===== config.mk =====
export PLATFORM = sky130hd
export DESIGN_NAME = four_index_block_permute
export DESIGN_NICKNAME = d
export VERILOG_FILES = /design/src/design/fibp_pkg.sv /design/src/design/four_index_block_permute.sv /design/src/design/fibp_front.sv /design/src/design/fibp_queue.sv /design/src/design/fibp_back.sv
export VERILOG_INCLUDE_DIRS = /design/src /design/src/design
export SDC_FILE = /design/constraint.sdc
export NUM_CORES = 1
export LEC_CHECK = 0
export ABC_AREA = 1
export BUFFER_PORTS_ARGS = -buffer_cell sky130_fd_sc_hd__buf_2
export CORE_ASPECT_RATIO = 0.75
export CORE_MARGIN = 4
export CORE_UTILIZATION = 56
export CTS_BUF_LIST = sky130_fd_sc_hd__clkbuf_16
export DETAILED_ROUTE_END_ITERATION = 6
export GPL_TIMING_DRIVEN = 0
export PLACE_DENSITY_LB_ADDON = 0.12
export SKIP_CTS_REPAIR_TIMING = 1
export SYNTH_ARGS = -nofsm -noshare
export SYNTH_HDL_FRONTEND = slang
export SYNTH_HIERARCHICAL = 1
export SYNTH_SLANG_ARGS = --single-unit

===== constraint.sdc =====
create_clock -name clock -period 18.3 [get_ports clock]
set_input_delay 0.915 -clock clock [delete_from_list [all_inputs] [get_ports clock]]
set_output_delay 0.915 -clock clock [all_outputs]
set_load 0.005 [all_outputs]

===== src/design/assert_macros.svh =====
// assertion helpers shared by the design files
`ifndef ASSERT_MACROS_SVH
`define ASSERT_MACROS_SVH

// condition holds at every clock edge outside reset
`define ASSERT_ALWAYS(label, clk, rst, cond, msg) \
   label: assert property (@(posedge clk) disable iff (rst) (cond)) else $error(msg);

// consequent holds in the same cycle as the antecedent
`define ASSERT_IMPLIES(label, clk, rst, ante, cons, msg) \
   label: assert property (@(posedge clk) disable iff (rst) (ante) |-> (cons)) \
      else $error(msg);

// consequent holds in the cycle after the antecedent
`define ASSERT_NEXT(label, clk, rst, ante, cons, msg) \
   label: assert property (@(posedge clk) disable iff (rst) (ante) |=> (cons)) \
      else $error(msg);

`endif


===== src/design/fibp_pkg.sv =====
`timescale 1ns / 1ps
`default_nettype none
// ----------------------------------------------------------------------------
// fibp_pkg
// Shared constants, register codes and width helpers of the block permute.
// ----------------------------------------------------------------------------
package fibp_pkg;

   localparam int ELEMENT_W          = 64;
   localparam int ADDR_W             = 20;
   localparam int SIZE_W             = 6;
   localparam int CSR_INDEX_W        = 3;
   localparam int CSR_DATA_W         = 6;
   localparam int DEFAULT_MAX_EXTENT = 32;
   localparam int QUEUE_DEPTH        = 2;

   typedef enum logic [CSR_INDEX_W-1:0] {
      REG_SIZE_A      = 3'd0,
      REG_SIZE_B      = 3'd1,
      REG_SIZE_C      = 3'd2,
      REG_SIZE_D      = 3'd3,
      REG_SWAP_FIRST  = 3'd4,
      REG_SWAP_SECOND = 3'd5,
      REG_SWAP_HALVES = 3'd6
   } reg_index_type;

   // bits of one index counter
   function automatic int idx_width(input int max_extent);
      return (max_extent > 1) ? $clog2(max_extent) : 1;
   endfunction

   // bits of an effective extent, 1..max_extent
   function automatic int ext_width(input int max_extent);
      return $clog2(max_extent + 1);
   endfunction

   // element, last flag, four permuted indexes, three trailing target extents
   function automatic int entry_width(input int max_extent);
      return ELEMENT_W + 1 + 4 * idx_width(max_extent) + 3 * ext_width(max_extent);
   endfunction

endpackage
`default_nettype wire


===== src/design/four_index_block_permute.sv =====
`timescale 1ns / 1ps
`default_nettype none
// ----------------------------------------------------------------------------
// four_index_block_permute
// Streams the elements of a four-index block in source row-major order and
// tags each with its row-major address in the permuted target block.
// ----------------------------------------------------------------------------
// Usage:
//   req_*  : one 64-bit element per item, in source order (fourth index
//            fastest). accepted when req_valid is high and req_stall is low.
//   rsp_*  : the element unchanged, its 20-bit target address and a flag on
//            the last element of the block; taken when rsp_valid is high and
//            rsp_stall is low.
//   csr_*  : register writes (extents, swap flags), one per cycle when
//            csr_we is high. any write to a known register restarts the block
//            at index zero; write only while no item is in flight.
// Timing:
//   an accepted item passes the queue, then the s1, s2 and result registers.
//   one item per cycle sustained when nothing stalls, set by the three
//   multiply-add stages that fold the index tuple into the address.
// Stalls:
//   a stalled result freezes the pipeline; the front keeps accepting into a
//   two-entry queue and raises req_stall once it fills.
// Reset:
//   extents return to one, swap flags clear, counters and queue empty.
// ----------------------------------------------------------------------------
module four_index_block_permute #(
   parameter int MAX_EXTENT = fibp_pkg::DEFAULT_MAX_EXTENT
) (
   input  wire logic                               clock,
   input  wire logic                               reset,
   input  wire logic                               req_valid,
   output logic                                    req_stall,
   input  wire logic [fibp_pkg::ELEMENT_W-1:0]     req_element,
   output logic                                    rsp_valid,
   input  wire logic                               rsp_stall,
   output logic [fibp_pkg::ELEMENT_W-1:0]          rsp_element_out,
   output logic [fibp_pkg::ADDR_W-1:0]             rsp_target_address,
   output logic                                    rsp_block_end,
   input  wire logic                               csr_we,
   input  wire logic [fibp_pkg::CSR_INDEX_W-1:0]   csr_index,
   input  wire logic [fibp_pkg::CSR_DATA_W-1:0]    csr_wdata
);

   localparam int ENTRY_W = fibp_pkg::entry_width(MAX_EXTENT);

   logic               push_valid;
   logic [ENTRY_W-1:0] push_data;
   logic               queue_full;
   logic               queue_pop;
   logic               queue_valid;
   logic [ENTRY_W-1:0] queue_data;

   fibp_front #(
      .MAX_EXTENT (MAX_EXTENT)
   ) u_front (
      .clock       (clock),
      .reset       (reset),
      .req_valid   (req_valid),
      .req_element (req_element),
      .req_stall   (req_stall),
      .csr_we      (csr_we),
      .csr_index   (csr_index),
      .csr_wdata   (csr_wdata),
      .queue_full  (queue_full),
      .push_valid  (push_valid),
      .push_data   (push_data)
   );

   fibp_queue #(
      .WIDTH (ENTRY_W),
      .DEPTH (fibp_pkg::QUEUE_DEPTH)
   ) u_queue (
      .clock      (clock),
      .reset      (reset),
      .push_valid (push_valid),
      .push_data  (push_data),
      .full       (queue_full),
      .pop        (queue_pop),
      .pop_valid  (queue_valid),
      .pop_data   (queue_data)
   );

   fibp_back #(
      .MAX_EXTENT (MAX_EXTENT)
   ) u_back (
      .clock              (clock),
      .reset              (reset),
      .queue_valid        (queue_valid),
      .queue_data         (queue_data),
      .queue_pop          (queue_pop),
      .rsp_valid          (rsp_valid),
      .rsp_stall          (rsp_stall),
      .rsp_element_out    (rsp_element_out),
      .rsp_target_address (rsp_target_address),
      .rsp_block_end      (rsp_block_end)
   );

endmodule
`default_nettype wire


===== src/design/fibp_front.sv =====
`timescale 1ns / 1ps
`default_nettype none
// ----------------------------------------------------------------------------
// fibp_front
// Holds the registers and source index counters, accepts items and tags each
// with its permuted index tuple, target extents and end-of-block flag.
// ----------------------------------------------------------------------------
`include "assert_macros.svh"
module fibp_front #(
   parameter int MAX_EXTENT = fibp_pkg::DEFAULT_MAX_EXTENT
) (
   input  wire logic                                        clock,
   input  wire logic                                        reset,
   input  wire logic                                        req_valid,
   input  wire logic [fibp_pkg::ELEMENT_W-1:0]              req_element,
   output logic                                             req_stall,
   input  wire logic                                        csr_we,
   input  wire logic [fibp_pkg::CSR_INDEX_W-1:0]            csr_index,
   input  wire logic [fibp_pkg::CSR_DATA_W-1:0]             csr_wdata,
   input  wire logic                                        queue_full,
   output logic                                             push_valid,
   output logic [fibp_pkg::entry_width(MAX_EXTENT)-1:0]     push_data
);

   localparam int IDX_W = fibp_pkg::idx_width(MAX_EXTENT);
   localparam int EXT_W = fibp_pkg::ext_width(MAX_EXTENT);

   typedef struct packed {
      logic [fibp_pkg::ELEMENT_W-1:0] element;
      logic                           last;
      logic [3:0][IDX_W-1:0]          idx;
      logic [2:0][EXT_W-1:0]          dim;
   } entry_type;

   logic [fibp_pkg::SIZE_W-1:0] size_ff [4];
   logic [fibp_pkg::SIZE_W-1:0] size_in [4];
   logic                        swap_first_ff, swap_first_in;
   logic                        swap_second_ff, swap_second_in;
   logic                        swap_halves_ff, swap_halves_in;
   logic [IDX_W-1:0]            idx_ff [4];
   logic [IDX_W-1:0]            idx_in [4];

   logic [EXT_W-1:0] dim [4];
   logic [3:0]       last;
   logic [1:0]       ord [4];
   logic [1:0]       ord_tmp;
   logic             accept;
   logic             reg_hit;
   entry_type        entry;

   assign req_stall  = queue_full;
   assign accept     = req_valid && !queue_full;
   assign push_valid = accept;
   assign push_data  = entry;

   // effective extents, zero reads as one and oversize clamps
   always_comb begin
      for (int k = 0; k < 4; k++) begin
         if (size_ff[k] == '0) begin
            dim[k] = EXT_W'(1);
         end else if (32'(size_ff[k]) > 32'(MAX_EXTENT)) begin
            dim[k] = EXT_W'(MAX_EXTENT);
         end else begin
            dim[k] = EXT_W'(size_ff[k]);
         end
         last[k] = (32'(idx_ff[k]) + 32'd1) >= 32'(dim[k]);
      end
   end

   // target order of the source indexes
   always_comb begin
      ord[0] = swap_halves_ff ? 2'd2 : 2'd0;
      ord[1] = swap_halves_ff ? 2'd3 : 2'd1;
      ord[2] = swap_halves_ff ? 2'd0 : 2'd2;
      ord[3] = swap_halves_ff ? 2'd1 : 2'd3;
      ord_tmp = ord[0];
      if (swap_first_ff) begin
         ord[0] = ord[1];
         ord[1] = ord_tmp;
      end
      ord_tmp = ord[2];
      if (swap_second_ff) begin
         ord[2] = ord[3];
         ord[3] = ord_tmp;
      end
   end

   always_comb begin
      entry.element = req_element;
      entry.last    = &last;
      for (int k = 0; k < 4; k++) begin
         entry.idx[k] = idx_ff[ord[k]];
      end
      for (int k = 0; k < 3; k++) begin
         entry.dim[k] = dim[ord[k+1]];
      end
   end

   always_comb begin
      size_in        = size_ff;
      swap_first_in  = swap_first_ff;
      swap_second_in = swap_second_ff;
      swap_halves_in = swap_halves_ff;
      idx_in         = idx_ff;
      reg_hit        = 1'b0;
      if (csr_we) begin
         reg_hit = 1'b1;
         unique case (fibp_pkg::reg_index_type'(csr_index))
            fibp_pkg::REG_SIZE_A:      size_in[0]     = csr_wdata;
            fibp_pkg::REG_SIZE_B:      size_in[1]     = csr_wdata;
            fibp_pkg::REG_SIZE_C:      size_in[2]     = csr_wdata;
            fibp_pkg::REG_SIZE_D:      size_in[3]     = csr_wdata;
            fibp_pkg::REG_SWAP_FIRST:  swap_first_in  = csr_wdata[0];
            fibp_pkg::REG_SWAP_SECOND: swap_second_in = csr_wdata[0];
            fibp_pkg::REG_SWAP_HALVES: swap_halves_in = csr_wdata[0];
            default:                   reg_hit        = 1'b0;
         endcase
      end
      if (reg_hit) begin
         for (int k = 0; k < 4; k++) begin
            idx_in[k] = '0;
         end
      end else if (accept) begin
         // fourth index runs fastest, carries ripple toward the first
         idx_in[3] = last[3] ? '0 : idx_ff[3] + 1'b1;
         if (last[3]) begin
            idx_in[2] = last[2] ? '0 : idx_ff[2] + 1'b1;
            if (last[2]) begin
               idx_in[1] = last[1] ? '0 : idx_ff[1] + 1'b1;
               if (last[1]) begin
                  idx_in[0] = last[0] ? '0 : idx_ff[0] + 1'b1;
               end
            end
         end
      end
   end

   always_ff @(posedge clock) begin
      if (reset) begin
         for (int k = 0; k < 4; k++) begin
            size_ff[k] <= fibp_pkg::SIZE_W'(1);
            idx_ff[k]  <= '0;
         end
         swap_first_ff  <= 1'b0;
         swap_second_ff <= 1'b0;
         swap_halves_ff <= 1'b0;
      end else begin
         size_ff        <= size_in;
         swap_first_ff  <= swap_first_in;
         swap_second_ff <= swap_second_in;
         swap_halves_ff <= swap_halves_in;
         idx_ff         <= idx_in;
      end
   end

   `ASSERT_NEXT(a_wrap_after_last, clock, reset, accept && entry.last,
      idx_ff[0] == '0 && idx_ff[1] == '0 && idx_ff[2] == '0 && idx_ff[3] == '0,
      "counters did not wrap after the last item of the block")

endmodule
`default_nettype wire


===== src/design/fibp_queue.sv =====
`timescale 1ns / 1ps
`default_nettype none
// ----------------------------------------------------------------------------
// fibp_queue
// Short first-in first-out queue between the front and the back.
// ----------------------------------------------------------------------------
`include "assert_macros.svh"
module fibp_queue #(
   parameter int WIDTH = 8,
   parameter int DEPTH = fibp_pkg::QUEUE_DEPTH
) (
   input  wire logic             clock,
   input  wire logic             reset,
   input  wire logic             push_valid,
   input  wire logic [WIDTH-1:0] push_data,
   output logic                  full,
   input  wire logic             pop,
   output logic                  pop_valid,
   output logic [WIDTH-1:0]      pop_data
);

   localparam int PTR_W = (DEPTH > 1) ? $clog2(DEPTH) : 1;
   localparam int CNT_W = $clog2(DEPTH + 1);

   logic [WIDTH-1:0] slot_ff [DEPTH];
   logic [PTR_W-1:0] wr_ptr_ff, wr_ptr_in;
   logic [PTR_W-1:0] rd_ptr_ff, rd_ptr_in;
   logic [CNT_W-1:0] count_ff, count_in;
   logic             do_push;
   logic             do_pop;

   assign full      = count_ff == CNT_W'(DEPTH);
   assign pop_valid = count_ff != '0;
   assign pop_data  = slot_ff[rd_ptr_ff];
   assign do_push   = push_valid && !full;
   assign do_pop    = pop && pop_valid;

   always_comb begin
      wr_ptr_in = wr_ptr_ff;
      rd_ptr_in = rd_ptr_ff;
      count_in  = count_ff;
      if (do_push) begin
         wr_ptr_in = (32'(wr_ptr_ff) == DEPTH - 1) ? '0 : wr_ptr_ff + 1'b1;
      end
      if (do_pop) begin
         rd_ptr_in = (32'(rd_ptr_ff) == DEPTH - 1) ? '0 : rd_ptr_ff + 1'b1;
      end
      if (do_push && !do_pop) begin
         count_in = count_ff + 1'b1;
      end else if (do_pop && !do_push) begin
         count_in = count_ff - 1'b1;
      end
   end

   always_ff @(posedge clock) begin
      if (reset) begin
         wr_ptr_ff <= '0;
         rd_ptr_ff <= '0;
         count_ff  <= '0;
      end else begin
         wr_ptr_ff <= wr_ptr_in;
         rd_ptr_ff <= rd_ptr_in;
         count_ff  <= count_in;
      end
   end

   always_ff @(posedge clock) begin
      if (do_push) begin
         slot_ff[wr_ptr_ff] <= push_data;
      end
   end

   `ASSERT_ALWAYS(a_count_bound, clock, reset, count_ff <= CNT_W'(DEPTH),
      "queue count above depth")
   `ASSERT_IMPLIES(a_pop_nonempty, clock, reset, pop, count_ff != '0,
      "pop from an empty queue")

endmodule
`default_nettype wire


===== src/design/fibp_back.sv =====
`timescale 1ns / 1ps
`default_nettype none
// ----------------------------------------------------------------------------
// fibp_back
// Three-stage multiply-add pipeline that folds the permuted index tuple into
// the row-major target address, ending in the result register.
// ----------------------------------------------------------------------------
`include "assert_macros.svh"
module fibp_back #(
   parameter int MAX_EXTENT = fibp_pkg::DEFAULT_MAX_EXTENT
) (
   input  wire logic                                        clock,
   input  wire logic                                        reset,
   input  wire logic                                        queue_valid,
   input  wire logic [fibp_pkg::entry_width(MAX_EXTENT)-1:0] queue_data,
   output logic                                             queue_pop,
   output logic                                             rsp_valid,
   input  wire logic                                        rsp_stall,
   output logic [fibp_pkg::ELEMENT_W-1:0]                   rsp_element_out,
   output logic [fibp_pkg::ADDR_W-1:0]                      rsp_target_address,
   output logic                                             rsp_block_end
);

   localparam int IDX_W  = fibp_pkg::idx_width(MAX_EXTENT);
   localparam int EXT_W  = fibp_pkg::ext_width(MAX_EXTENT);
   localparam int ADDR_W = fibp_pkg::ADDR_W;

   typedef struct packed {
      logic [fibp_pkg::ELEMENT_W-1:0] element;
      logic                           last;
      logic [3:0][IDX_W-1:0]          idx;
      logic [2:0][EXT_W-1:0]          dim;
   } entry_type;

   entry_type                      head;
   entry_type                      s1_entry_ff, s2_entry_ff;
   logic [ADDR_W-1:0]              s1_acc_ff, s1_acc_in;
   logic [ADDR_W-1:0]              s2_acc_ff, s2_acc_in;
   logic [ADDR_W-1:0]              addr_ff, addr_in;
   logic                           s1_valid_ff, s2_valid_ff, out_valid_ff;
   logic [fibp_pkg::ELEMENT_W-1:0] element_ff;
   logic                           end_ff;
   logic                           advance;

   assign head      = queue_data;
   // the whole pipe moves unless a finished item is held by the receiver
   assign advance   = !out_valid_ff || !rsp_stall;
   assign queue_pop = advance && queue_valid;

   assign s1_acc_in = ADDR_W'(head.idx[0]) * ADDR_W'(head.dim[0]) + ADDR_W'(head.idx[1]);
   assign s2_acc_in = s1_acc_ff * ADDR_W'(s1_entry_ff.dim[1]) + ADDR_W'(s1_entry_ff.idx[2]);
   assign addr_in   = s2_acc_ff * ADDR_W'(s2_entry_ff.dim[2]) + ADDR_W'(s2_entry_ff.idx[3]);

   always_ff @(posedge clock) begin
      if (reset) begin
         s1_valid_ff  <= 1'b0;
         s2_valid_ff  <= 1'b0;
         out_valid_ff <= 1'b0;
      end else if (advance) begin
         s1_valid_ff  <= queue_valid;
         s2_valid_ff  <= s1_valid_ff;
         out_valid_ff <= s2_valid_ff;
      end
   end

   always_ff @(posedge clock) begin
      if (advance) begin
         s1_entry_ff <= head;
         s1_acc_ff   <= s1_acc_in;
         s2_entry_ff <= s1_entry_ff;
         s2_acc_ff   <= s2_acc_in;
         addr_ff     <= addr_in;
         element_ff  <= s2_entry_ff.element;
         end_ff      <= s2_entry_ff.last;
      end
   end

   assign rsp_valid          = out_valid_ff;
   assign rsp_element_out    = element_ff;
   assign rsp_target_address = addr_ff;
   assign rsp_block_end      = end_ff;

   `ASSERT_NEXT(a_pipe_holds, clock, reset, !advance,
      $stable(s1_valid_ff) && $stable(s2_valid_ff) && out_valid_ff,
      "pipeline moved while the result was held")

endmodule
`default_nettype wire

# [Yosys cells after proc, flatten, opt, wreduce, memory -nomap -nowiden]
# Memory sizes are Yosys's and may differ from the RTL's. A register that Yosys moved wholly into a read port is not among the register bits.
# Index checks and enable logic that the tools add are counted.
[totals] mem_bits_rw=206 mem_count=1 output_inout_bits=87 register_bits=342
[mem_list] name="u_queue.slot_ff" depth=2 width=103 read_ports=1 rd_ports_with_merged_regs=1 wr=1 line_no="fibp_queue.sv:25" text="logic [WIDTH-1:0] slot_ff [DEPTH];"
[op_classes] mux=49 order_cmp=12 n_eq_ne=7 n_reduce_logical=32 mul=3 n_bitwise=4 addsub=15
[op_table] cell="greater-or-equal comparator 32 x 6 -> 1 bit" count=4
[op_table] cell="2-to-1 mux 6 bit" count=14
[op_table] cell="2-to-1 mux 5 bit" count=12
[op_table] cell="adder 20 x 5 -> 20 bit" count=2
[op_table] cell="binary-select mux 5 bit (select 2 bit)" count=4
[op_table] cell="multiplier 20 x 6 -> 20 bit" count=2
[op_table] cell="binary-select mux 6 bit (select 2 bit)" count=3
[op_table] cell="adder 5 x 1 -> 6 bit, second input constant" count=4
[op_table] cell="> comparator 6 bit, second input constant" count=4
[op_table] cell="zero test 6 bit" count=4
[op_table] cell="adder 5 x 1 -> 5 bit, second input constant" count=4
[op_table] cell="AND reduction 2 bit" count=8
[op_table] cell="adder 11 x 5 -> 12 bit" count=1
[op_table] cell="greater-or-equal comparator 3 bit, second input constant" count=4
[op_table] cell="2-to-1 mux 2 bit" count=6
[op_table] cell="NOT 2 -> 3 bit" count=4
[op_table] cell="multiplier 5 x 6 -> 11 bit" count=1
[op_table] cell="equality test 3 bit, second input constant" count=3
[op_table] cell="2-to-1 mux 1 bit" count=8
[op_table] cell="2-to-1 mux 4 bit" count=2
[op_table] cell="AND reduction 4 bit" count=2
[op_table] cell="OR reduction 7 bit" count=1
[op_table] cell="equality test 3 x 2 -> 1 bit, second input constant" count=2
[op_table] cell="logical AND 1 bit" count=6
[op_table] cell="other kinds (11)" count=17

# [Depth between registers and ports, before layout]
# Gate-level depths: netlist of run 1.
[logic_depth] depth_word=8 mapped_depth=22

# [Hierarchy]
# The synthesis of run 1 kept the hierarchy.
[modules_own_cells] mod="fibp_back" n_inst=1 area_each_um2=15952.8 seq_area_each_um2=8468.1 cells_per_inst=1377
[modules_own_cells] mod="fibp_queue" n_inst=1 area_each_um2=7687.4 seq_area_each_um2=6286.0 cells_per_inst=357
[modules_own_cells] mod="fibp_front" n_inst=1 area_each_um2=4488.1 seq_area_each_um2=940.9 cells_per_inst=712

# [Least setup slack after synthesis of run 1]
# No wires, ideal clock.
[synth_path] path_type="input -> register" from="input rsp_stall" to="register u_queue.count_ff[1]" stages=10 arrival_ns=8.115 path_slack_ns=10.121 setup_ns=0.064 n_path_buf=0 cell_sequence="nand2_1 -> nand2_1 -> inv_1 -> nand2_1 -> ha_1 -> inv_1 -> nand3_1 -> nand2_1 -> inv_1 -> nor2_1"
[synth_via] elab_chain_cells=7 elab_cells_between_ends=9 cone_classes="mux: 1; reduce/logical: 8"
[synth_rtl] item="start: declaration" line_no="four_index_block_permute.sv:36" text="input wire logic rsp_stall,"
[synth_rtl] item="zero test 1 bit (*)" line_no="fibp_back.sv:47" text="assign advance = !out_valid_ff || !rsp_stall;"
[synth_rtl] item="logical OR 1 bit (*)" line_no="fibp_back.sv:47"
[synth_rtl] item="logical AND 1 bit (*)" line_no="fibp_back.sv:48" text="assign queue_pop = advance && queue_valid;"
[synth_rtl] item="named net queue_pop" line_no="four_index_block_permute.sv:50" text="logic queue_pop;"
[synth_rtl] item="logical AND 1 bit (*)" line_no="fibp_queue.sv:36" text="assign do_pop = pop && pop_valid;"
[synth_rtl] item="zero test 1 bit" line_no="fibp_queue.sv:48" text="if (do_push && !do_pop) begin"
[synth_rtl] item="logical AND 1 bit" line_no="fibp_queue.sv:48"
[synth_rtl] item="2-to-1 mux 2 bit or nonzero test 2 bit (tied branches)"
[synth_rtl] item="end signal: assignment" line_no="fibp_queue.sv:63" text="count_ff <= count_in;"
[synth_rtl] item="end: declaration" line_no="fibp_queue.sv:28" text="logic [CNT_W-1:0] count_ff, count_in;"
# Mark *: on every way through the listed nets, which the timed path passes. The rest lies on a longest branch.
# A chain may end at the register's enable or synchronous reset.

# [Final worst setup path of run 1]
[layout_path] from="register u_back/s2_entry_ff[13] (netlist bit)" to="register u_back.addr_ff[19] (netlist: u_back/rsp_target_address[19]), data pin"
[layout_via] elab_chain_cells=2
[layout_rtl] item="start: declaration" line_no="fibp_back.sv:36" text="entry_type s1_entry_ff, s2_entry_ff;"
[layout_rtl] item="start signal: assignment" line_no="fibp_back.sv:70" text="s2_entry_ff <= s1_entry_ff;"
[layout_rtl] item="multiplier 20 x 6 -> 20 bit" line_no="fibp_back.sv:52" text="assign addr_in = s2_acc_ff * ADDR_W'(s2_entry_ff.dim[2]) + ADDR_W'(s2_entry_ff.idx[3]);"
[layout_rtl] item="adder 20 x 5 -> 20 bit" line_no="fibp_back.sv:52"
[layout_rtl] item="named net u_back.addr_in[19]" line_no="fibp_back.sv:39" text="logic [ADDR_W-1:0] addr_ff, addr_in;"
[layout_rtl] item="end signal: assignment" line_no="fibp_back.sv:72" text="addr_ff <= addr_in;"
[layout_rtl] item="end: declaration" line_no="fibp_back.sv:39"
# The timed path passes the listed nets, and every way through them passes these cells.

==> flow_summary.rst, run 1 <==
.. list-table::
   :header-rows: 1

   * - Metric
     - Value
   * - Relative slew margins
     - 44.0%
   * - Fraction of the mapped netlist area in adder cells
     - 15.0%
   * - Area of the mapped netlist
     - 28,100 sq um
   * - Signal arrival time at the worst endpoint
     - 5.09 ns
   * - Initial antenna violation count
     - 0
   * - Final wirelength
     - 56,300 um
   * - Post-synthesis simple-gate area fraction
     - 10.8%
   * - Antenna Diode Count
     - 0
   * - Antenna-violating nets left
     - 0
   * - Clock tree from TritonCTS
     - built
   * - Synth Area in Compound Gates
     - 5.29%
   * - Result of the run
     - complete, no violations
   * - Maximum clock frequency
     - 211 MHz
   * - Average cell area after synthesis
     - 11.5 sq um
   * - Worst path slowest cell
     - fa_1
   * - Net count after synthesis
     - 2,787
   * - Synth area leader
     - edfxtp_1
   * - Worst-skew pair later-pin latency
     - 0.61 ns
   * - Shortest period the worst path allows
     - 4.74 ns
   * - Number of rows in the core area
     - 70
   * - Final count of negative-setup-slack endpoints
     - 0
   * - Sink Count
     - 541
   * - Worst Setup Path Type
     - flip-flop to flip-flop
   * - Accumulated negative setup slack
     - 0 ns
   * - Largest family of logic cells by synthesized area
     - adder cells
   * - Wire length of the first global-routing pass
     - 92,200 um
   * - Number of flops mapped to enable cells by yosys
     - 486
   * - Worst min path class
     - flip-flop to flip-flop
   * - Ports
     - 165
   * - Total gr overflow
     - 0
   * - Total Die Area
     - 53,900 sq um
   * - Area contributors post-synth
     - edfxtp_1, fa_1, nand2_1
   * - Synthesis warning total
     - 6
   * - Unrepaired setup endpoints after global routing
     - false
   * - 1st-pass router iterations
     - 5
   * - Initial core utilization
     - 57.1%
   * - Number of global-route vias before repair
     - 17.6k
   * - Synth Instances
     - 2,446
   * - Register bit total from synthesis
     - 541
   * - Critical path launch point type
     - flip-flop
   * - Clock-pin slew on the worst setup and hold paths
     - 0.06 ns
   * - Routability congestion estimate
     - 0.909
   * - Worst stage delay on the critical path
     - 0.54 ns
   * - Element type at the critical path end
     - flip-flop
   * - Largest fanout of any net on the critical path
     - 10
   * - Layout cell share with drive strength beyond 1
     - 15.7%
   * - Wirelength per Cell
     - 17.1 um
   * - DPL Wire Length
     - 41,800 um
   * - Total GRT Usage
     - 21.3%
   * - Top FF cell, synth
     - edfxtp_1
   * - Layout-stage area growth over the synthesis result
     - 11.7%
   * - Critical path data required time
     - 18.65 ns
   * - Largest buffer count on any clock path
     - 3
   * - Number of maximum-capacitance violations
     - 0
   * - Final worst clock skew
     - 0.0305 ns
   * - Remaining DRCs
     - 0
   * - Number of nets at the end of the flow
     - 2,950
   * - Multiplexer share of the synthesized area
     - 4.12%
   * - Floorplan die height
     - 202 um
   * - Hold violation count in the final report
     - 0
   * - Final count of pins violating max slew
     - 0
   * - Clock tree root buffer cell
     - clkbuf_16
   * - Slew at the pin closest to its max-slew limit
     - 0.832 ns
   * - Die Wd
     - 267 um
   * - Area share of the leading cell type in the synthesized netlist
     - 51.9%
   * - Drt first-iter violations
     - 1,478
   * - Cell-by-cell listing of the critical path
     - buf_4 > clkbuf_1 > nand2_1 > inv_1 > fa_1 > fa_1 > inv_1 > fa_1 > inv_1 > ha_1 > ha_1 > nand2_1 > inv_1 > nand2_1 > nor2_1 > nand4_1 > nand3_1 > inv_1 > nand2_1 > nand2_1
   * - Total clock buffers created by CTS
     - 51
   * - Pin count of the biggest net entering global routing
     - 73
   * - Count of port buffers added during placement
     - 100
   * - Clock H-tree levels
     - 2
   * - Xor and xnor fraction of the mapped netlist area
     - 1.28%
   * - Area of the core
     - 49,200 sq um
   * - Number of different library cells in the post-synthesis netlist
     - 47
   * - Post-synthesis sequential area ratio
     - 55.8%
   * - Fraction of the cycle the final worst path needs
     - 25.9%
   * - Detailed-route via count
     - 17.5k
   * - Detailed-route vias per instance
     - 5.29
   * - Share of async-settable or async-resettable flops after synthesis
     - 0%
[critical path: cells and delay by family (launching register included)]
family | cells | cell delay [ns]
simple gates | 8 | 0.87
fa+ha+maj | 5 | 2.12
buf+inv | 7 | 1.04
flops | 1 | 0.44
[synthesized netlist by cell type, types with 8 or more instances]
master and n:
xor2_1 38, fa_1 123, dfxtp_1 55, o21ai_0 100, mux2_2 103, ha_1 140
clkbuf_1 23, nand2_1 492, nor2_1 133, o22ai_1 8, nand4_1 15, buf_4 69
buf_2 23, a21oi_1 120, o211ai_1 16, edfxtp_1 486, nand3_1 70, inv_1 354
[path summary, 6_finish.rpt]
| path | startpoint | slack, ns | end | depth (start not counted) |
|---|---|---|---|---|
| setup / recovery | u_back/s2_entry_ff[13] | 13.56 | u_back/rsp_target_address[19] | 20 |
| hold / removal | u_back/s1_entry_ff[16] | 0.41 | u_back/s2_entry_ff[16] | 0 |
| setup reg to reg | u_back/s2_entry_ff[13] | 13.56 | u_back/rsp_target_address[19] | 20 |
| hold reg to reg | u_back/s1_entry_ff[16] | 0.41 | u_back/s2_entry_ff[16] | 0 |
[state kept, by name (all words and copies together) (netlist names), 12 cells and up, named ones only]
register / count
u_back/s1_acc_ff: 12
u_queue/slot_ff: 206
u_back/s2_acc_ff: 20
u_back/rsp_target_address: 20
u_back/s2_entry_ff: 76
u_front/size_ff: 24
u_back/s1_entry_ff: 87
u_front/idx_ff: 20
u_back/rsp_element_out: 64
[metrics by stage]
stage / cells / setup slack (ns) / instance area (sq um) / utilization, % / hold slack (ns)
floorplan: 2446 / 10.12 / 28100 / - / 0.400
global placement: 3194 / 7.16 / 29400 / 59.8 / 0.400
detailed placement: 3204 / 13.57 / 29700 / 60.3 / 0.405
CTS: 3299 / 13.57 / 31400 / 63.8 / 0.415
global route: 3299 / 13.25 / 31400 / 63.8 / 0.421
finish: 3299 / 13.56 / 31400 / 63.8 / 0.414
[metal layers]
layer	routed length, um	up-vias	track usage, %
li1	-	8446	-
met1	25700	8445	31.1
met2	26400	500	34.5
met3	3150	73	2.74
met4	1080	0	5.36
met5	0	-	0
[layout make-up]
cell class                      count  area (sq um)
Tap cell                          648           811
Inverter                          359          1350
Clock inverter                     44           470
Buffer                            126           817
Fill cell                        3854         17800
Sequential cell                   541         15700
Timing Repair Buffer              110           716
Multi-Input combinational cell   1420         10300
Clock buffer                       51          1280
[cell families (layout without fill, tap and decap cells)]
group	count (synthesis)	in the layout
AND/OR/NAND/NOR	739	739
flip-flops	541	541
buffers and inverters	485	690
AO/OA/AOI/OAI	274	274
adder cells (fa/ha/maj)	263	263
multiplexers	103	103
XOR/XNOR	41	41
[layout by cell type (no fill, tap or decap), types with 51 or more instances in the layout]
| cell type | count |
|---|---|
| a21oi_1 | 120 |
| buf_2 | 123 |
| buf_4 | 69 |
| clkbuf_16 | 51 |
| dfxtp_1 | 55 |
| edfxtp_1 | 486 |
| fa_1 | 123 |
| ha_1 | 140 |
| inv_1 | 366 |
| mux2_2 | 103 |
| nand2_1 | 491 |
| nand3_1 | 70 |
| nor2_1 | 131 |
| o21ai_0 | 100 |
Power of run 1 is not shown: default switching activity piles up to over one toggle a cycle in this logic, so the estimate is an artifact.
==> run 2: changes to the inputs <==
Settings changed: ABC_AREA 1 to 0.
Clock period 18.3 ns to 4.7 ns, I/O delays scaled along.
==> run 2 against run 1 <==
Effect of this change: register-to-register slack worse by 13 ns; non-clock buffer count up 62; clock-buffer cell count up 2; cell count down 17%; die area down 3.5%; routed wire length down 13%; critical path type unchanged.
==> flow_summary.rst, run 2 <==
.. list-table::
   :header-rows: 1

   * - Metric
     - Value
   * - Synth area leader
     - edfxtp_1
   * - Area of the mapped netlist
     - 27,100 sq um
   * - Final wirelength
     - 49,200 um
   * - Total gr overflow
     - 0
   * - Worst Setup Path Type
     - flip-flop to flip-flop
   * - Filler cell count in the final layout
     - 3,441
   * - Floorplan die height
     - 199 um
   * - Total GRT Usage
     - 19.0%
   * - Ports
     - 165
   * - Most used cells in the layout excluding fill and tap cells
     - edfxtp_1, and2_1, ha_1, inv_1, fa_1
   * - Post-synthesis sequential area ratio
     - 57.9%
   * - DPL Wire Length
     - 33,900 um
   * - Result of the run
     - complete, no violations
   * - Final count of negative-setup-slack endpoints
     - 0
   * - Fraction of the cycle the final worst path needs
     - 97.2%
   * - Largest buffer count on any clock path
     - 3
   * - Number of maximum-capacitance violations
     - 0
   * - Critical path data required time
     - 5.03 ns
   * - Area share of the leading cell type in the synthesized netlist
     - 53.8%
   * - Layout-stage area growth over the synthesis result
     - 14.8%
   * - Multi-input gate area in the final layout
     - 10,300 sq um
   * - Final count of pins violating max slew
     - 0
   * - Antenna-violating nets left
     - 0
   * - Final worst clock skew
     - 0.0296 ns
   * - Number of rows in the core area
     - 69
   * - Hold violation count in the final report
     - 0
   * - Detailed-route via count
     - 14.7k
   * - Accumulated negative setup slack
     - 0 ns
   * - Synth Instances
     - 1,830
   * - Worst min path class
     - input port to flip-flop
   * - Launch instance of the worst min-delay path
     - req_valid
   * - Top register by number of flip-flops
     - u_queue/slot_ff
   * - Shortest period the worst path allows
     - 4.57 ns
   * - Antenna Diode Count
     - 0
   * - Final non-filler cell area
     - 31,100 sq um
   * - Final instance count without filler cells
     - 2,743
   * - Launch point of the critical path
     - u_back/s2_entry_ff[14]
   * - Synth top cells by count
     - edfxtp_1, and2_1, ha_1
   * - Detailed-route vias per instance
     - 5.35
   * - Count of port buffers added during placement
     - 97
   * - Registers with the most flip-flops
     - u_queue/slot_ff x206, u_back/s1_entry_ff x87, u_back/s2_entry_ff x76
   * - Average cell area after synthesis
     - 14.8 sq um
   * - Critical path launch point type
     - flip-flop
   * - Area of the core
     - 47,700 sq um
   * - Most common cell in the netlist
     - edfxtp_1
   * - Remaining DRCs
     - 0
   * - Clock tree from TritonCTS
     - built
   * - Sequential cell area
     - 15,700 sq um
   * - 1st-pass router iterations
     - 5
   * - Maximum clock frequency
     - 219 MHz
   * - Area post-placement
     - 28,500 sq um
   * - Register bit total from synthesis
     - 541
   * - Clock-pin slew on the worst setup and hold paths
     - 0.06 ns
   * - Slew at the pin closest to its max-slew limit
     - 0.823 ns
   * - Number of nets at the end of the flow
     - 2,404
   * - Initial antenna violation count
     - 0
   * - Largest fanout of any net on the critical path
     - 10
   * - Number of global-route vias before repair
     - 14.5k
   * - Worst-skew pair later-pin latency
     - 0.61 ns
   * - Total clock buffers created by CTS
     - 52
   * - Signal arrival time at the worst endpoint
     - 4.90 ns
   * - Net count after synthesis
     - 2,171
   * - Relative slew margins
     - 44.3%
   * - Routability congestion estimate
     - 0.875
   * - Sink Count
     - 541
   * - Pin count of the biggest net entering global routing
     - 115
   * - Element type at the critical path end
     - flip-flop
   * - Wirelength per Cell
     - 17.9 um
   * - R2r startpoint
     - u_back/s2_entry_ff[14]
   * - Die Wd
     - 262 um
   * - Synthesis warning total
     - 6
   * - Most frequent standard cell in the layout excluding fill and tap cells
     - edfxtp_1
   * - Area contributors post-synth
     - edfxtp_1, fa_1, ha_1
   * - Total Die Area
     - 52,100 sq um
   * - Share of async-settable or async-resettable flops after synthesis
     - 0%
   * - Flip-flop count of the largest register, all copies and words added
     - 206
   * - Top FF cell, synth
     - edfxtp_1
   * - Clock H-tree levels
     - 2
   * - Placed cell count
     - 2,570
   * - Number of flops mapped to enable cells by yosys
     - 486
   * - Initial core utilization
     - 56.9%
   * - Number of different library cells in the post-synthesis netlist
     - 67
   * - Clock tree root buffer cell
     - clkbuf_16
   * - Layout cell share with drive strength beyond 1
     - 22.0%
   * - Drt first-iter violations
     - 867
   * - Wire length of the first global-routing pass
     - 78,200 um
==> run 2: metal layers <==
layer	wire length [um]	vias to the layer above	track usage [%]
met1	23200	7313	28.0
met3	2080	72	3.14
met2	23000	316	30.1
met5	0	-	0
met4	941	0	4.84
li1	-	6966	-
==> run 2: kinds of logic after synthesis <==
group           synth area share [%]
simple gates                    8.02
compound gates                  3.54
buf+inv                         4.55
xor+xnor                        2.16
mux                             8.32
fa+ha+maj                       15.5
flops                           57.9
==> run 2: final timing paths <==
| kind | endpoint | slack [ns] | cells past startpoint |
|---|---|---|---|
| min | u_front/idx_ff[1] | 0.05 | 4 |
| min reg2reg | u_back/rsp_element_out[8] | 0.41 | 0 |
| max reg2reg | u_back/rsp_target_address[19] | 0.13 | 15 |
| max | u_back/rsp_target_address[19] | 0.13 | 15 |
==> run 2: final cells by class <==
cell class | count | area share [%]
repair buffers | 182 | 4.44
clock inverters | 42 | 1.18
inverters | 119 | 1.45
clock buffers | 53 | 4.26
well taps | 639 | 2.57
plain buffers | 116 | 2.62
flip-flops and latches | 541 | 50.4
multi-input cells | 1051 | 33.1
==> run 2: per-stage QoR <==
step	hold WS, ns	setup slack, ns	utilization [%]
floorplan	0.304	0.344	-
global placement	0.400	-1.02	59.6
detailed placement	0.405	-0.219	59.9
CTS	-0.238	-0.233	63.4
global route	0.0957	-0.0145	65.3
finish	0.0548	0.129	65.3
==> run 2: critical path, stage by stage, from the launching register on <==
cell,delay (ns)
edfxtp_1,0.47
buf_4,0.21
and2_1,0.16
fa_1,0.56
fa_1,0.44
fa_1,0.52
ha_1,0.36
ha_4,0.28
a21o_1,0.19
a211o_1,0.33
nor3b_1,0.18
o21ai_1,0.11
and3_4,0.19
nand4_1,0.09
a21oi_1,0.08
xnor2_1,0.13
Power of run 2 is left out for the same reason.
==> run 3: changes to the inputs <==
Settings changed: CORE_MARGIN 4 to unset.
==> run 3 against run 2 <==
Effect of this change: design area fell by 0.51%; cell count barely moved; first-iteration DRC count rose by 21%; critical path depth rose by 1; setup slack got worse by 0.0016 ns.
==> flow_summary.rst, run 3 (synthesis gave the netlist of run 2 again) <==
.. list-table::
   :header-rows: 1

   * - Metric
     - Value
   * - Largest fanout of any net on the critical path
     - 10
   * - Clock tree from TritonCTS
     - built
   * - Worst min path class
     - input port to flip-flop
   * - Wirelength per Cell
     - 17.6 um
   * - Pin count of the biggest net entering global routing
     - 121
   * - Antenna-violating nets left
     - 0
   * - Routing usage on met3
     - 3.36%
   * - Routability congestion estimate
     - 0.882
   * - Wire length of the first global-routing pass
     - 76,500 um
   * - DPL Wire Length
     - 33,400 um
   * - Most utilized layer in the global route result
     - met2
   * - Most frequent standard cell in the layout excluding fill and tap cells
     - edfxtp_1
   * - Global routing usage on met1
     - 28.2%
   * - Clock tree root buffer cell
     - clkbuf_16
   * - Fraction of the cycle the final worst path needs
     - 97.3%
   * - Total gr overflow
     - 0
   * - Final wirelength
     - 48,200 um
   * - Shortest period the worst path allows
     - 4.57 ns
   * - Critical path launch point type
     - flip-flop
   * - Most used cells in the layout excluding fill and tap cells
     - edfxtp_1, and2_1, ha_1, inv_1, fa_1
   * - Flip-flop count of the largest register, all copies and words added
     - 206
   * - Ports
     - 165
   * - Sink Count
     - 541
   * - Placed cell count
     - 2,570
   * - Number of maximum-capacitance violations
     - 0
   * - Slew at the pin closest to its max-slew limit
     - 0.743 ns
   * - Launch instance of the worst min-delay path
     - csr_index[2]
   * - Initial core utilization
     - 57.0%
   * - Cell-by-cell listing of the critical path
     - clkbuf_4 > and2_1 > fa_1 > fa_1 > inv_1 > fa_1 > inv_1 > ha_1 > ha_1 > a31oi_1 > nor3b_1 > o21ai_1 > and3_4 > nand4_1 > a21oi_1 > xnor2_1
   * - Final non-filler cell area
     - 31,000 sq um
   * - Most frequent cell on the critical path
     - fa_1
   * - Relative slew margins
     - 50.4%
   * - Hold depth
     - 4
   * - Total Die Area
     - 49,300 sq um
   * - Final instance count without filler cells
     - 2,741
   * - Number of nets at the end of the flow
     - 2,405
   * - Worst stage delay on the critical path
     - 0.56 ns
   * - Element type at the critical path end
     - flip-flop
   * - Maximum clock frequency
     - 219 MHz
   * - Worst Reg-to-Reg Cells
     - 16
   * - Met2 Use GR
     - 31.4%
   * - R2r startpoint
     - u_back/s2_entry_ff[17]
   * - Number of global-route vias before repair
     - 14.4k
   * - Remaining DRCs
     - 0
   * - Worst path slowest cell
     - fa_1
   * - Hold worst-path end
     - u_front/swap_halves_ff
   * - Area of the core
     - 47,600 sq um
   * - Worst-case register-to-register setup slack
     - 0.13 ns
   * - Clock-pin slew on the worst setup and hold paths
     - 0.06 ns
   * - 1st-pass router iterations
     - 5
   * - Worst-skew pair later-pin latency
     - 0.57 ns
   * - Final count of pins violating max slew
     - 0
   * - Capture point of the worst reg-to-reg path
     - u_back/rsp_target_address[19]
   * - Hold violation count in the final report
     - 0
   * - Signal arrival time at the worst endpoint
     - 4.89 ns
   * - Critical path data required time
     - 5.02 ns
   * - Drt first-iter violations
     - 1,051
   * - Detailed-route via count
     - 14.5k
   * - Result of the run
     - complete, no violations
   * - Top register by number of flip-flops
     - u_queue/slot_ff
   * - Total clock buffers created by CTS
     - 50
   * - Largest buffer count on any clock path
     - 3
   * - Layout-stage area growth over the synthesis result
     - 14.2%
   * - Final count of negative-setup-slack endpoints
     - 0
   * - Area post-placement
     - 28,500 sq um
   * - Registers with the most flip-flops
     - u_queue/slot_ff x206, u_back/s1_entry_ff x87, u_back/s2_entry_ff x76
   * - Die Wd
     - 256 um
   * - Floorplan die height
     - 193 um
   * - Layout cell share with drive strength beyond 1
     - 21.6%
   * - Number of rows in the core area
     - 69
   * - Detailed-route vias per instance
     - 5.30
   * - Count of port buffers added during placement
     - 97
   * - Total GRT Usage
     - 19.8%
   * - Initial antenna violation count
     - 0
   * - Clock H-tree levels
     - 2
   * - Worst Setup Path Type
     - flip-flop to flip-flop
   * - Final worst clock skew
     - 0.0144 ns
run 3: cell types whose count changed in the layout (fill, tap and decap cells not counted), sizes merged:
cell,change
buf,+2
clkbuf,-1
clkinv,-7
clkinvlp,+3
diode,+1
run 3: critical path: cells and delay by family, from the launching register on:
family	cells	cell delay [ns]
adder cells (fa/ha/maj)	5	2.32
XOR/XNOR	1	0.14
AND/OR/NAND/NOR	4	0.70
buffers and inverters	3	0.34
flip-flops	1	0.39
AO/OA/AOI/OAI	3	0.45
run 3: how the worst max path moves through the flow:
stage                                start  slack, ns                            end  cells after the start
floorplan           u_back/s2_entry_ff[14]       0.34  u_back/rsp_target_address[19]                     15
global placement       u_queue/count_ff[1]      -1.09         u_queue/slot_ff[1][52]                      6
detailed placement  u_back/s2_entry_ff[13]      -0.24  u_back/rsp_target_address[19]                     16
CTS                 u_back/s2_entry_ff[13]      -0.27  u_back/rsp_target_address[19]                     16
global route        u_back/s2_entry_ff[17]      -0.04  u_back/rsp_target_address[19]                     16
finish              u_back/s2_entry_ff[17]       0.13  u_back/rsp_target_address[19]                     16
run 3: final cells by class:
type | instances | area, sq um
fill | 3453 | 16600
sequential | 541 | 15700
multi-input combinational | 1051 | 10300
timing repair buffer | 186 | 1410
clock buffer | 51 | 1280
buffer | 115 | 805
tap | 639 | 800
inverter | 119 | 452
clock inverter | 38 | 283
antenna | 1 | 2.50
run 3: per-layer routing:
layer	part of all wire, %	up-vias
met1	46	7110
met3	5.4	76
li1	-	6947
met2	46	394
met5	0	-
met4	2.2	0
run 3: per-stage QoR:
step	setup TNS (ns)	worst slack (ns)	utilization [%]	hold slack, ns
5_1_grt	-0.0538	-0.0402	65.1	0.119
4_1_cts	-1.30	-0.274	63.3	-0.192
3_5_place_dp	-1.07	-0.244	60.0	0.405
2_1_floorplan	0	0.344	-	0.304
6_report	0	0.128	65.1	0.112
3_3_place_gp	-174.78	-1.09	59.7	0.401
Power of run 3 is left out for the same reason.
